## src/dfjd_pkg.sv

```systemverilog
// ----------------------------------------------------------------------------
// dfjd_pkg: shared types and codes for the deadline FIFO job dispatcher
// Datapath command codes, record layout and controller/datapath interfaces.
// ----------------------------------------------------------------------------
package dfjd_pkg;

    localparam int unsigned MAX_REC     = 5;  // records reported per transaction
    localparam logic [2:0]  LIMIT_RESET = 3'd3;

    // datapath operations
    localparam logic [2:0] CMD_NONE     = 3'd0;
    localparam logic [2:0] CMD_LOAD     = 3'd1; // latch input transaction
    localparam logic [2:0] CMD_FIRST    = 3'd2; // first job starts at once
    localparam logic [2:0] CMD_ARR      = 3'd3; // arrival decision
    localparam logic [2:0] CMD_COMPLETE = 3'd4; // finish running job
    localparam logic [2:0] CMD_SCAN     = 3'd5; // examine one FIFO head
    localparam logic [2:0] CMD_ENDFIN   = 3'd6; // final done and clear run
    localparam logic [2:0] CMD_FLUSH    = 3'd7; // send held record as last

    localparam logic KIND_DONE  = 1'b0;
    localparam logic KIND_ABORT = 1'b1;

    typedef struct packed {
        logic        kind;
        logic [15:0] id;
        logic [31:0] evt;
        logic [31:0] delay;
    } rec_t;

    typedef struct packed {
        logic [2:0] op;
    } cmd_t;

    typedef struct packed {
        logic func;        // latched item is an end marker
        logic first_seen;
        logic arr_lt_fin;  // arrival before running job's finish
        logic busy;
        logic empty;       // no waiting job
        logic head_fits;   // FIFO head can still meet its deadline
        logic pend_valid;  // a record is held back
        logic stall;       // held record cannot move to the output yet
    } sts_t;

endpackage

```

## src/dfjd_datapath.sv

```systemverilog
// ----------------------------------------------------------------------------
// dfjd_datapath: job state, waiting FIFO and record staging
// Executes one controller command per cycle; a held record goes out once the
// next one exists or the transaction ends, so its last flag is known.
// ----------------------------------------------------------------------------
module dfjd_datapath #(
    parameter int QUEUE_DEPTH = 4
) (
    input  logic          clk,
    input  logic          rst_n,
    input  dfjd_pkg::cmd_t cmd,
    output dfjd_pkg::sts_t sts,
    input  logic          in_func,
    input  logic [15:0]   in_id,
    input  logic [31:0]   in_arr,
    input  logic [31:0]   in_len,
    input  logic [31:0]   in_dl,
    input  logic          cfg_we,
    input  logic [2:0]    cfg_wdata,
    output logic          out_valid,
    input  logic          out_ready,
    output dfjd_pkg::rec_t out_rec,
    output logic          out_last
);
    import dfjd_pkg::*;

    localparam int IDXW = (QUEUE_DEPTH > 1) ? $clog2(QUEUE_DEPTH) : 1;
    localparam int CNTW = $clog2(QUEUE_DEPTH + 1);
    localparam int SW   = CNTW + 1;

    logic [2:0]      lim_reg;
    logic            func_reg;
    logic [15:0]     id_reg;
    logic [31:0]     arr_reg, len_reg, dl_reg;
    logic [15:0]     wq_id  [QUEUE_DEPTH];
    logic [31:0]     wq_arr [QUEUE_DEPTH];
    logic [31:0]     wq_len [QUEUE_DEPTH];
    logic [31:0]     wq_dl  [QUEUE_DEPTH];
    logic [IDXW-1:0] head_reg;
    logic [CNTW-1:0] cnt_reg;
    logic            busy_reg, first_reg;
    logic [15:0]     cur_id_reg;
    logic [31:0]     cur_arr_reg, cur_len_reg, cpu_reg, fin_reg;
    logic            pend_valid_reg;
    rec_t            pend_reg;
    logic [2:0]      rec_cnt_reg;
    logic            out_valid_reg, out_last_reg;
    rec_t            out_reg;

    logic [CNTW-1:0] lim_eff;
    logic [SW-1:0]   tail_sum;
    logic [IDXW-1:0] tail_idx, head_nxt;
    logic [15:0]     h_id;
    logic [31:0]     h_arr, h_len, h_dl;
    logic [32:0]     head_sum, arr_fit_sum, start_sum, done_ref;
    logic [31:0]     start_t, start_fin, done_delay;
    logic            arr_fits, head_fits, arr_lt_fin;
    logic            emit_req, push_en, pend_load, out_load, stall;
    rec_t            emit_rec;

    always_comb
    begin
        if (32'(lim_reg) < 32'(QUEUE_DEPTH))
            lim_eff = CNTW'(lim_reg);
        else
            lim_eff = CNTW'(QUEUE_DEPTH);
        tail_sum = SW'(head_reg) + SW'(cnt_reg);
        if (tail_sum >= SW'(QUEUE_DEPTH))
            tail_sum = tail_sum - SW'(QUEUE_DEPTH);
        tail_idx = tail_sum[IDXW-1:0];
        head_nxt = (head_reg == IDXW'(QUEUE_DEPTH - 1)) ? '0 : head_reg + 1'b1;
    end

    assign h_id  = wq_id[head_reg];
    assign h_arr = wq_arr[head_reg];
    assign h_len = wq_len[head_reg];
    assign h_dl  = wq_dl[head_reg];

    assign head_sum    = {1'b0, cpu_reg} + {1'b0, h_len};
    assign head_fits   = head_sum <= {1'b0, h_dl};
    assign arr_fit_sum = {1'b0, cpu_reg} + {1'b0, len_reg};
    assign arr_fits    = arr_fit_sum <= {1'b0, dl_reg};
    assign arr_lt_fin  = arr_reg < fin_reg;
    assign start_t     = (cpu_reg < arr_reg) ? arr_reg : cpu_reg;
    assign start_sum   = {1'b0, start_t} + {1'b0, len_reg};
    assign start_fin   = start_sum[32] ? 32'hFFFF_FFFF : start_sum[31:0];
    assign done_ref    = {1'b0, cur_arr_reg} + {1'b0, cur_len_reg};
    assign done_delay  = ({1'b0, fin_reg} > done_ref) ? fin_reg - done_ref[31:0] : '0;

    // record produced by the current command
    always_comb
    begin
        emit_req = 1'b0;
        push_en  = 1'b0;
        emit_rec = '{kind: KIND_DONE, id: cur_id_reg, evt: fin_reg, delay: done_delay};
        case (cmd.op)
            CMD_ARR:
            begin
                if (arr_lt_fin)
                begin
                    if (cnt_reg < lim_eff)
                        push_en = 1'b1;
                    else
                    begin
                        emit_req = 1'b1;
                        emit_rec = '{kind: KIND_ABORT, id: id_reg, evt: arr_reg, delay: '0};
                    end
                end
                else if (!busy_reg && !arr_fits)
                begin
                    emit_req = 1'b1;
                    emit_rec = '{kind: KIND_ABORT, id: id_reg, evt: dl_reg,
                                 delay: (dl_reg > arr_reg) ? dl_reg - arr_reg : '0};
                end
            end
            CMD_COMPLETE, CMD_ENDFIN:
                emit_req = busy_reg;
            CMD_SCAN:
            begin
                if (!head_fits)
                begin
                    emit_req = 1'b1;
                    if (h_dl > cpu_reg)
                        emit_rec = '{kind: KIND_ABORT, id: h_id, evt: h_dl,
                                     delay: (h_dl > h_arr) ? h_dl - h_arr : '0};
                    else
                        emit_rec = '{kind: KIND_ABORT, id: h_id, evt: cpu_reg,
                                     delay: (cpu_reg > h_arr) ? cpu_reg - h_arr : '0};
                end
            end
            default:
                emit_req = 1'b0;
        endcase
    end

    assign pend_load = emit_req && (rec_cnt_reg < 3'(MAX_REC));
    assign out_load  = (pend_load && pend_valid_reg) || (cmd.op == CMD_FLUSH);
    assign stall     = pend_valid_reg && out_valid_reg && !out_ready;

    always_ff @(posedge clk or negedge rst_n)
    begin
        if (!rst_n)
        begin
            lim_reg        <= LIMIT_RESET;
            head_reg       <= '0;
            cnt_reg        <= '0;
            busy_reg       <= 1'b0;
            first_reg      <= 1'b0;
            cur_id_reg     <= '0;
            cur_arr_reg    <= '0;
            cur_len_reg    <= '0;
            cpu_reg        <= '0;
            fin_reg        <= '0;
            pend_valid_reg <= 1'b0;
            rec_cnt_reg    <= '0;
            out_valid_reg  <= 1'b0;
            out_last_reg   <= 1'b0;
        end
        else
        begin
            if (cfg_we)
                lim_reg <= cfg_wdata;
            if (out_load)
            begin
                out_valid_reg <= 1'b1;
                out_last_reg  <= (cmd.op == CMD_FLUSH);
            end
            else if (out_valid_reg && out_ready)
                out_valid_reg <= 1'b0;
            if (pend_load)
            begin
                pend_valid_reg <= 1'b1;
                rec_cnt_reg    <= rec_cnt_reg + 1'b1;
            end
            case (cmd.op)
                CMD_LOAD:
                    rec_cnt_reg <= '0;
                CMD_FIRST:
                begin
                    first_reg   <= 1'b1;
                    busy_reg    <= 1'b1;
                    cur_id_reg  <= id_reg;
                    cur_arr_reg <= arr_reg;
                    cur_len_reg <= len_reg;
                    cpu_reg     <= arr_reg;
                    fin_reg     <= start_fin; // start is arr: cpu time is still zero for the first job of a run
                end
                CMD_ARR:
                begin
                    if (arr_lt_fin)
                    begin
                        cpu_reg <= arr_reg;
                        if (push_en)
                            cnt_reg <= cnt_reg + 1'b1;
                    end
                    else if (!busy_reg)
                    begin
                        if (arr_fits)
                        begin
                            busy_reg    <= 1'b1;
                            cur_id_reg  <= id_reg;
                            cur_arr_reg <= arr_reg;
                            cur_len_reg <= len_reg;
                            cpu_reg     <= start_t;
                            fin_reg     <= start_fin;
                        end
                        else if (cpu_reg < dl_reg)
                            cpu_reg <= dl_reg;
                    end
                end
                CMD_COMPLETE:
                begin
                    cpu_reg  <= fin_reg;
                    busy_reg <= 1'b0;
                end
                CMD_SCAN:
                begin
                    head_reg <= head_nxt;
                    cnt_reg  <= cnt_reg - 1'b1;
                    if (head_fits)
                    begin
                        busy_reg    <= 1'b1;
                        cur_id_reg  <= h_id;
                        cur_arr_reg <= h_arr;
                        cur_len_reg <= h_len;
                        fin_reg     <= head_sum[31:0];
                    end
                    else if (h_dl > cpu_reg)
                        cpu_reg <= h_dl;
                end
                CMD_ENDFIN:
                begin
                    head_reg    <= '0;
                    cnt_reg     <= '0;
                    busy_reg    <= 1'b0;
                    first_reg   <= 1'b0;
                    cur_id_reg  <= '0;
                    cur_arr_reg <= '0;
                    cur_len_reg <= '0;
                    cpu_reg     <= '0;
                    fin_reg     <= '0;
                end
                CMD_FLUSH:
                    pend_valid_reg <= 1'b0;
                default:
                    cpu_reg <= cpu_reg;
            endcase
        end
    end

    // payload, no reset
    always_ff @(posedge clk)
    begin
        if (cmd.op == CMD_LOAD)
        begin
            func_reg <= in_func;
            id_reg   <= in_id;
            arr_reg  <= in_arr;
            len_reg  <= in_len;
            dl_reg   <= in_dl;
        end
        if (push_en)
        begin
            wq_id[tail_idx]  <= id_reg;
            wq_arr[tail_idx] <= arr_reg;
            wq_len[tail_idx] <= len_reg;
            wq_dl[tail_idx]  <= dl_reg;
        end
        if (out_load)
            out_reg <= pend_reg;
        if (pend_load)
            pend_reg <= emit_rec;
    end

    assign sts = '{func: func_reg, first_seen: first_reg, arr_lt_fin: arr_lt_fin,
                   busy: busy_reg, empty: (cnt_reg == '0), head_fits: head_fits,
                   pend_valid: pend_valid_reg, stall: stall};

    assign out_valid = out_valid_reg;
    assign out_rec   = out_reg;
    assign out_last  = out_last_reg;

endmodule

```

## src/dfjd_ctrl.sv

```systemverilog
// ----------------------------------------------------------------------------
// dfjd_ctrl: dispatcher sequencer
// Walks one transaction through first-job, arrival, completion, FIFO scan and end steps.
// ----------------------------------------------------------------------------
module dfjd_ctrl (
    input  logic           clk,
    input  logic           rst_n,
    input  logic           in_valid,
    output logic           in_ready,
    input  dfjd_pkg::sts_t sts,
    output dfjd_pkg::cmd_t cmd
);
    import dfjd_pkg::*;

    localparam logic [2:0] S_IDLE     = 3'd0;
    localparam logic [2:0] S_DISPATCH = 3'd1;
    localparam logic [2:0] S_ARR      = 3'd2;
    localparam logic [2:0] S_COMPLETE = 3'd3;
    localparam logic [2:0] S_SCAN     = 3'd4;
    localparam logic [2:0] S_ENDLOOP  = 3'd5;
    localparam logic [2:0] S_FINISH   = 3'd6;

    logic [2:0] state_reg, state_next;
    logic       ret_end_reg, ret_end_next;

    always_comb
    begin
        state_next   = state_reg;
        ret_end_next = ret_end_reg;
        cmd.op       = CMD_NONE;
        in_ready     = 1'b0;
        case (state_reg)
            S_IDLE:
            begin
                in_ready = 1'b1;
                if (in_valid)
                begin
                    cmd.op     = CMD_LOAD;
                    state_next = S_DISPATCH;
                end
            end
            S_DISPATCH:
            begin
                if (sts.func)
                    state_next = S_ENDLOOP;
                else if (!sts.first_seen)
                begin
                    cmd.op     = CMD_FIRST;
                    state_next = S_FINISH;
                end
                else
                    state_next = S_ARR;
            end
            S_ARR:
            begin
                if (!sts.stall)
                begin
                    cmd.op = CMD_ARR;
                    if (sts.arr_lt_fin || !sts.busy)
                        state_next = S_FINISH;
                    else
                    begin
                        ret_end_next = 1'b0;
                        state_next   = S_COMPLETE;
                    end
                end
            end
            S_COMPLETE:
            begin
                if (!sts.stall)
                begin
                    cmd.op     = CMD_COMPLETE;
                    state_next = S_SCAN;
                end
            end
            S_SCAN:
            begin
                if (sts.empty)
                    state_next = ret_end_reg ? S_ENDLOOP : S_ARR;
                else if (!sts.stall)
                begin
                    cmd.op = CMD_SCAN;
                    if (sts.head_fits)
                        state_next = ret_end_reg ? S_ENDLOOP : S_ARR;
                end
            end
            S_ENDLOOP:
            begin
                if (!sts.empty)
                begin
                    ret_end_next = 1'b1;
                    state_next   = S_COMPLETE;
                end
                else if (!sts.stall)
                begin
                    cmd.op     = CMD_ENDFIN;
                    state_next = S_FINISH;
                end
            end
            S_FINISH:
            begin
                if (!sts.pend_valid)
                    state_next = S_IDLE;
                else if (!sts.stall)
                begin
                    cmd.op     = CMD_FLUSH;
                    state_next = S_IDLE;
                end
            end
            default:
                state_next = S_IDLE;
        endcase
    end

    always_ff @(posedge clk or negedge rst_n)
    begin
        if (!rst_n)
        begin
            state_reg   <= S_IDLE;
            ret_end_reg <= 1'b0;
        end
        else
        begin
            state_reg   <= state_next;
            ret_end_reg <= ret_end_next;
        end
    end

endmodule

```

## src/deadline_fifo_job_dispatcher.sv

```systemverilog
// ----------------------------------------------------------------------------
// deadline_fifo_job_dispatcher: single-processor FIFO dispatcher with deadlines
// Jobs run one at a time; waiting jobs sit in a bounded FIFO and are aborted
// when they can no longer meet their deadline. Emits done/abort records.
// ----------------------------------------------------------------------------
//
//  channel | dir | handshake          | payload
//  --------+-----+--------------------+-------------------------------------
//  s_*     | in  | s_tvalid/s_tready  | tuser=func, tdata=id,arr,len,deadline
//  m_*     | out | m_tvalid/m_tready  | tuser=kind, tdata=id,time,delay, tlast
//  cfg_*   | in  | cfg_we             | cfg_wdata=queue_limit
//
//  The first job of a run steps through accept, dispatch and finish; an arrival
//  decided at once through accept, dispatch, decide and finish; an end marker
//  with nothing waiting through accept, dispatch, end check and finish. A
//  completion adds its step and the retested decision or end check, a scan
//  step per entry, one more at an empty FIFO; one step per cycle unless stalled.
//  Reset clears job state and sets queue_limit to 3; the FIFO has no clear.
//  A record step waits while a record is held back and the output register is
//  full and not taken; s_tready is high only between transactions.
//
module deadline_fifo_job_dispatcher #(
    parameter int QUEUE_DEPTH = 4
) (
    input  logic         clk,
    input  logic         rst_n,
    input  logic         s_tvalid,
    output logic         s_tready,
    input  logic [111:0] s_tdata,   // job_id, arrival_time, run_length, deadline
    input  logic         s_tuser,   // func
    output logic         m_tvalid,
    input  logic         m_tready,
    output logic [79:0]  m_tdata,   // record_id, event_time, wait_delay
    output logic         m_tuser,   // record_kind
    output logic         m_tlast,   // last_record
    input  logic         cfg_we,
    input  logic [2:0]   cfg_wdata  // queue_limit
);
    import dfjd_pkg::*;

    cmd_t cmd;
    sts_t sts;
    rec_t out_rec;

    dfjd_ctrl u_ctrl (
        .clk      (clk),
        .rst_n    (rst_n),
        .in_valid (s_tvalid),
        .in_ready (s_tready),
        .sts      (sts),
        .cmd      (cmd)
    );

    dfjd_datapath #(
        .QUEUE_DEPTH (QUEUE_DEPTH)
    ) u_dp (
        .clk       (clk),
        .rst_n     (rst_n),
        .cmd       (cmd),
        .sts       (sts),
        .in_func   (s_tuser),
        .in_id     (s_tdata[15:0]),
        .in_arr    (s_tdata[47:16]),
        .in_len    (s_tdata[79:48]),
        .in_dl     (s_tdata[111:80]),
        .cfg_we    (cfg_we),
        .cfg_wdata (cfg_wdata),
        .out_valid (m_tvalid),
        .out_ready (m_tready),
        .out_rec   (out_rec),
        .out_last  (m_tlast)
    );

    // pack record, id in the low bits
    assign m_tdata = {out_rec.delay, out_rec.evt, out_rec.id};
    assign m_tuser = out_rec.kind;

`ifndef SYNTHESIS
    // between transactions no record is held back
    a_idle_no_pend: assert property (@(posedge clk) disable iff (!rst_n)
        s_tready |-> !sts.pend_valid) else $error("record held while idle");

    // one transaction at a time
    a_one_at_a_time: assert property (@(posedge clk) disable iff (!rst_n)
        (s_tvalid && s_tready) |=> !s_tready) else $error("second transaction taken");

    // a stall only occurs with a full output register
    a_stall_full: assert property (@(posedge clk) disable iff (!rst_n)
        sts.stall |-> m_tvalid) else $error("stall without output");

    // no datapath step while idle other than load
    a_idle_cmd: assert property (@(posedge clk) disable iff (!rst_n)
        s_tready |-> (cmd.op == CMD_NONE || cmd.op == CMD_LOAD))
        else $error("datapath step while idle");
`endif

endmodule

```

## config.mk

```make
export PLATFORM = sky130hd
export DESIGN_NAME = deadline_fifo_job_dispatcher
export DESIGN_NICKNAME = d
export VERILOG_FILES = /design/src/dfjd_pkg.sv /design/src/dfjd_datapath.sv /design/src/dfjd_ctrl.sv /design/src/deadline_fifo_job_dispatcher.sv
export SDC_FILE = /design/constraint.sdc
export NUM_CORES = 2
export LEC_CHECK = 0
export BUFFER_PORTS_ARGS = -buffer_cell sky130_fd_sc_hd__buf_4
export CORE_MARGIN = 2
export CORE_UTILIZATION = 35
export CTS_CLUSTER_DIAMETER = 40
export DETAILED_ROUTE_END_ITERATION = 16
export HOLD_SLACK_MARGIN = 0.06
export MAX_ROUTING_LAYER = met4
export PLACE_DENSITY = 0.6
export SYNTH_ARGS = -nofsm -noshare
export SYNTH_HDL_FRONTEND = slang
export SYNTH_SLANG_ARGS = --single-unit
```

## constraint.sdc

```tcl
create_clock -name clk -period 12.64 [get_ports clk]
set_clock_uncertainty 0.2 [all_clocks]
set_input_delay 0.632 -clock clk [delete_from_list [all_inputs] [get_ports clk]]
set_output_delay 0.632 -clock clk [all_outputs]
set_load 0.02 [all_outputs]
```

== Word-level counts from Yosys, hierarchy flattened ==
Memories as Yosys holds them, arrays and structs flattened.
Cells that the tools add are included.

* Memories: 4
* Input bits: 121
* RAM bits: 448
* Output and inout port bits: 84
* Logic and storage cells: 224
* Register bits: 439

{| class="wikitable"
|+ Memory list
! name !! words !! bits a word !! read ports !! clocked after memory_dff !! write ports !! line !! RTL
|-
| u_dp.wq_arr || 4 || 32 || 1 || 0 || 1 || dfjd_datapath.sv:36 || <nowiki>logic [31:0] wq_arr [QUEUE_DEPTH];</nowiki>
|-
| u_dp.wq_dl || 4 || 32 || 1 || 0 || 1 || dfjd_datapath.sv:38 || <nowiki>logic [31:0] wq_dl [QUEUE_DEPTH];</nowiki>
|-
| u_dp.wq_len || 4 || 32 || 1 || 0 || 1 || dfjd_datapath.sv:37 || <nowiki>logic [31:0] wq_len [QUEUE_DEPTH];</nowiki>
|-
| u_dp.wq_id || 4 || 16 || 1 || 0 || 1 || dfjd_datapath.sv:35 || <nowiki>logic [15:0] wq_id [QUEUE_DEPTH];</nowiki>
|}

* Magnitude comparators: 14
* Equal/unequal tests: 33
* Muxes and demuxes: 100
* Add/subtract/negate cells: 14
* Reductions and logical operators: 30

{| class="wikitable"
|+ Operators with widths
! kind !! count
|-
| two-way mux 32 bit || 24
|-
| one-hot mux 32 bit (4 select lines) || 3
|-
| two-way mux 81 bit || 4
|-
| one-hot mux 81 bit (2 select lines) || 1
|-
| one-hot mux 32 bit (5 select lines) || 1
|-
| adder 32 x 32 -> 33 bit || 4
|-
| greater-than comparator 32 bit || 4
|-
| subtractor 32 bit || 4
|-
| < comparator 32 bit || 3
|-
| two-way mux 3 bit || 27
|-
| <= comparator 33 x 32 -> 1 bit || 2
|-
| two-way mux 16 bit || 4
|-
| two-way mux 64 bit || 1
|-
| one-hot mux 16 bit (4 select lines) || 1
|-
| one-hot mux 3 bit (7 select lines) || 2
|-
| greater-than comparator 32 x 33 -> 1 bit || 1
|-
| two-way mux 1 bit || 22
|-
| == test 3 bit, second input constant || 7
|-
| inequality test 2 bit, second input constant || 8
|-
| == test 3 x 2 -> 1 bit, second input constant || 4
|-
| inequality test 3 bit, second input constant || 4
|-
| nonzero test 2 bit || 6
|-
| inequality test 2 x 1 -> 1 bit, second input constant || 5
|-
| AND reduction 5 bit || 2
|-
| other kinds (29) || 47
|}

== Depth between registers and ports, before layout ==
* Depth after elaboration: 12
* Depth in mapped cells: 29

== By module ==
Synthesis repeated with hierarchy kept, for this count alone.

* Cell total of the unflattened synthesis: 4787
* Area, all modules: 53633.9 µm²

{| class="wikitable"
|+ Modules (own cells, without submodules)
! module !! cells each !! times used !! area an instance (µm²)
|-
| dfjd_datapath || 4726 || 1 || 53153.5
|-
| dfjd_ctrl || 61 || 1 || 480.5
|}

== Worst setup path before layout ==
No wires, ideal clock.

* Path kind: register to register
* From: register u_dp.arr_reg[10]
* To: memory u_dp.wq_arr[0][0], enable pin
* Data required time: 11.582 ns
* Library setup time: 0.858 ns
* Period minus slack after synthesis: 13.835 ns
* Stages on the path, launching flop included: 9
* Slack: -1.195 ns
* Arrival: 12.777 ns
* Buffers on the path: 1
* Cells stage by stage: edfxtp_1 ha_1 a21o_1 a221o_1 a221oi_1 o22ai_1 or2_2 clkbuf_1 nor4_1

* Longest elaborated chain between the ends: 5

{| class="wikitable"
|+ RTL lines
! what !! line !! RTL
|-
| start: declaration || dfjd_datapath.sv:34 || <nowiki>logic [31:0] arr_reg, len_reg, dl_reg;</nowiki>
|-
| start signal: assignment || dfjd_datapath.sv:258 || <nowiki>arr_reg <= in_arr;</nowiki>
|-
| < comparator 32 bit || dfjd_datapath.sv:83 || <nowiki>assign arr_lt_fin = arr_reg < fin_reg;</nowiki>
|-
| two-way mux 1 bit || dfjd_datapath.sv:99 || <nowiki>if (arr_lt_fin)</nowiki>
|-
| two-way mux 1 bit || dfjd_datapath.sv:96 || <nowiki>case (cmd.op)</nowiki>
|-
| two-way mux 1 bit || dfjd_datapath.sv:262 || <nowiki>if (push_en)</nowiki>
|-
| two-way mux 1 bit (implied by the code) || dfjd_datapath.sv:265 || <nowiki>wq_arr[tail_idx] <= arr_reg;</nowiki>
|-
| end: declaration || dfjd_datapath.sv:36 ||
|}

No other way between the ends.

== Final worst setup path ==
* From: register u_dp.head_reg[0]
* To: register u_dp.pend_reg[46] in the netlist's numbering, enable pin

* Longest elaborated chain between the ends: 6
* Elaborated cells on any way between the ends: 7

{| class="wikitable"
|+ RTL lines
! what !! line !! RTL
|-
| start: declaration || dfjd_datapath.sv:39 || <nowiki>logic [IDXW-1:0] head_reg;</nowiki>
|-
| start signal: assignment || dfjd_datapath.sv:218 || <nowiki>head_reg <= head_nxt;</nowiki>
|-
| memory (4 x 32 bit) || n/a ||
|-
| adder 32 x 32 -> 33 bit || dfjd_datapath.sv:79 || <nowiki>assign head_sum = {1'b0, cpu_reg} + {1'b0, h_len};</nowiki>
|-
| <= comparator 33 x 32 -> 1 bit (*) || dfjd_datapath.sv:80 || <nowiki>assign head_fits = head_sum <= {1'b0, h_dl};</nowiki>
|-
| two-way mux 1 bit (*) || dfjd_datapath.sv:120 || <nowiki>if (!head_fits)</nowiki>
|-
| one-hot mux 1 bit (3 select lines) (*) || dfjd_datapath.sv:96 ||
|-
| logical AND 1 bit (*) || dfjd_datapath.sv:136 || <nowiki>assign pend_load = emit_req && (rec_cnt_reg < 3'(MAX_REC));</nowiki>
|-
| net u_dp.pend_load || dfjd_datapath.sv:58 || <nowiki>logic emit_req, push_en, pend_load, out_load, stall;</nowiki>
|-
| end signal: assignment || dfjd_datapath.sv:272 || <nowiki>pend_reg <= emit_rec;</nowiki>
|-
| end: declaration || dfjd_datapath.sv:45 || <nowiki>rec_t pend_reg;</nowiki>
|}

The timed path passes the listed nets; every way through them passes the cells marked *.
A chain may end at the register's enable or synchronous reset.

==> reports/results.txt <==
most frequent cells in the layout -> 723 x edfxtp_1, 450 x ha_1, 434 x a21oi_1
final hold violation count -> 0
Initial Utilization -> 35.3%
Crit-path slowest cell -> dfrtp_4
CTS tree -> done
Top FF cell, synth -> edfxtp_1
R2R setup slack -> 3.09 ns
biggest regs -> u_dp.wq_arr: 128 flops, u_dp.wq_dl: 128 flops, u_dp.wq_len: 128 flops
antenna violations before repair -> 1
FF+latch count, synth -> 887
Worst path most repeated cell -> o21ai_0
critical path arrival -> 9.74 ns
syn nets -> 5275
Yosys warning count -> 0
Crit Path Class -> reg -> reg
core area -> 150000 sq um
unrepaired setup endpoints after global routing -> no
crit-path max FO -> 46
Async SR Flop Fraction -> 18.5%
measured slew at the worst slew-check pin -> 1.19 ns
final WL -> 189000 um
routability cong. -> 1.06
Post-synth EDFFs -> 723
Remaining DRCs -> 0
fmax -> 105 MHz
pin count of the biggest net entering global routing -> 108
Cell Rows -> 142
count of final setup violators -> 0
FF-to-FF path depth -> 24
sequential-to-total area share from yosys stat -> 48.8%
post-route setup TNS -> 0 ns
vias in the first global route -> 41045
drt via density -> 5.88
Syn Inst Count -> 4695
CP bufs+invs -> 3
CP Depth -> 24
Startpoint Class -> flip-flop
TritonCTS Buffers -> 157
Post-CTS Setup Inserts -> 0
critical path data required time -> 12.83 ns
clock sink total -> 887
synthesized cell area -> 52900 sq um
Routed Antenna Nets -> 0
Hold Path Class -> in -> async
Nets -> 5634
Max-slew headroom -> 20.7%
crit share post-route -> 75.5%
layout cells sized above 1 -> 13.9%
CP Cell Sequence -> mux4_2 > ha_1 > o21ai_0 > o21ai_0 > nand3b_1 > a21boi_0 > a221oi_1 > o21ai_0 > a21boi_0 > o21ai_0 > xnor2_1 > ha_1 > nand4_1 > nor4_1 > nand2_1 > o32a_1 > nand3_1 > a221oi_1 > o41a_1 > a221o_1 > buf_4 > a21oi_4 > buf_4 > buf_4
Iter 0 DRT Violations -> 4722
most common cell after layout, fill and taps aside -> edfxtp_1
first-pass GRT wire length -> 274000 um
CTS Root Buffer Type -> clkbuf_16
Ports -> 205
Vias -> 42328
Die W -> 393 um
remaining global-route overflow -> 0
slowest stage delay, CP -> 1.08 ns
Area Growth Syn to Fin -> 20.5%
clk_lat worst skew -> 0.81 ns
Post-DP HPWL -> 140000 um
Worst-path clk slew -> 0.06 ns
Syn Area/Cell -> 11.3 sq um
CP top delay family -> compound AO/OA/AOI/OAI gates
number of detailed-route iterations in the first pass -> 10
Slew Limit Fails -> 0
clock buffer depth -> 3
# H-tree levels -> 4
outcome -> finished, final reports clean
GRT Resource Usage Total -> 24.9%
PortBufs -> 204
max cap viols -> 0
Distinct cells, synth -> 94
fillers -> 14152
minimum clock period -> 9.55 ns
Die H -> 393 um
wire per inst -> 26.3 um
die area -> 154000 sq um
CP endpoint kind -> flip-flop
area by class of cell:
type | instances | area, sq um | area share (%)
Tap cell | 2016 | 2520 | 3.96
Clock inverter | 113 | 1540 | 2.41
Multi-Input combinational cell | 3335 | 25400 | 39.8
Timing Repair Buffer | 394 | 3280 | 5.15
Antenna cell | 2 | 5.00 | 0.00785
Clock buffer | 177 | 4140 | 6.49
Inverter | 279 | 1050 | 1.65
Sequential cell | 887 | 25800 | 40.5
metal layers:
metal  wire, um  global-route usage, %  vias up
met5          0                      -        -
met4       6790                   9.05        0
met3      17100                   4.46      348
met2      82000                   36.4     2107
met1      83600                   34.5    20927
li1           -                      -    18946
per-stage QoR:
| step | utilization [%] | worst slack (ns) | cells | area, sq um | hold WS [ns] |
|---|---|---|---|---|---|
| after floorplan | - | -1.19 | 4695 | 52900 | 0.136 |
| after global placement | 37.9 | 3.28 | 6788 | 56900 | 0.200 |
| after detailed placement | 37.9 | 3.17 | 6788 | 56900 | 0.205 |
| after CTS | 42.5 | 3.11 | 7201 | 63800 | 0.162 |
| after global routing | 42.5 | 2.52 | 7201 | 63800 | 0.195 |
| final | 42.5 | 3.09 | 7203 | 63800 | 0.198 |
cells in the mapped netlist, drive strengths merged (78+ instances only):
master | number | area [sq um]
xor2 | 78 | 683
dfrtp | 162 | 4050
nor2 | 209 | 785
a22oi | 150 | 1130
inv | 279 | 1050
a21o | 178 | 1340
xnor2 | 137 | 1200
o21ai | 295 | 1480
clkbuf | 136 | 510
mux4 | 112 | 2520
a21oi | 436 | 2200
ha | 450 | 5630
nand2 | 326 | 1220
edfxtp | 723 | 21700
logic make-up after synthesis:
| family | after synthesis | share of synthesized area (%) |
|---|---|---|
| buffers and inverters | 473 | 3.50 |
| and+or+nand+nor | 963 | 8.70 |
| adders and majority gates | 459 | 11.0 |
| AOI/OAI and AO/OA | 1579 | 19.6 |
| xor gates and xnor gates | 215 | 3.56 |
| DFF | 887 | 48.8 |
| muxes | 119 | 4.91 |
what timing repair did:
item                                    4_1_cts  5_1_grt
hold buffers                                123        0
resized for setup                             0        0
endpoints found under the setup margin        0        0
endpoints found under the hold margin       170        0
final timing paths:
path | from | endpoint
setup / recovery | u_dp.head_reg[0] | u_dp.pend_reg[46]
hold / removal | rst_n | u_dp.cur_arr_reg[1]
setup reg to reg | u_dp.head_reg[0] | u_dp.pend_reg[46]
hold reg to reg | u_dp.pend_reg[7] | u_dp.out_rec[7]
max in group asynchronous | rst_n | u_dp.head_reg[1]
min in group clk | u_dp.pend_reg[7] | u_dp.out_rec[7]
Power is left out: the tool's default activity adds up to more than one toggle a clock period on the data nets, which glitch-free logic cannot reach.
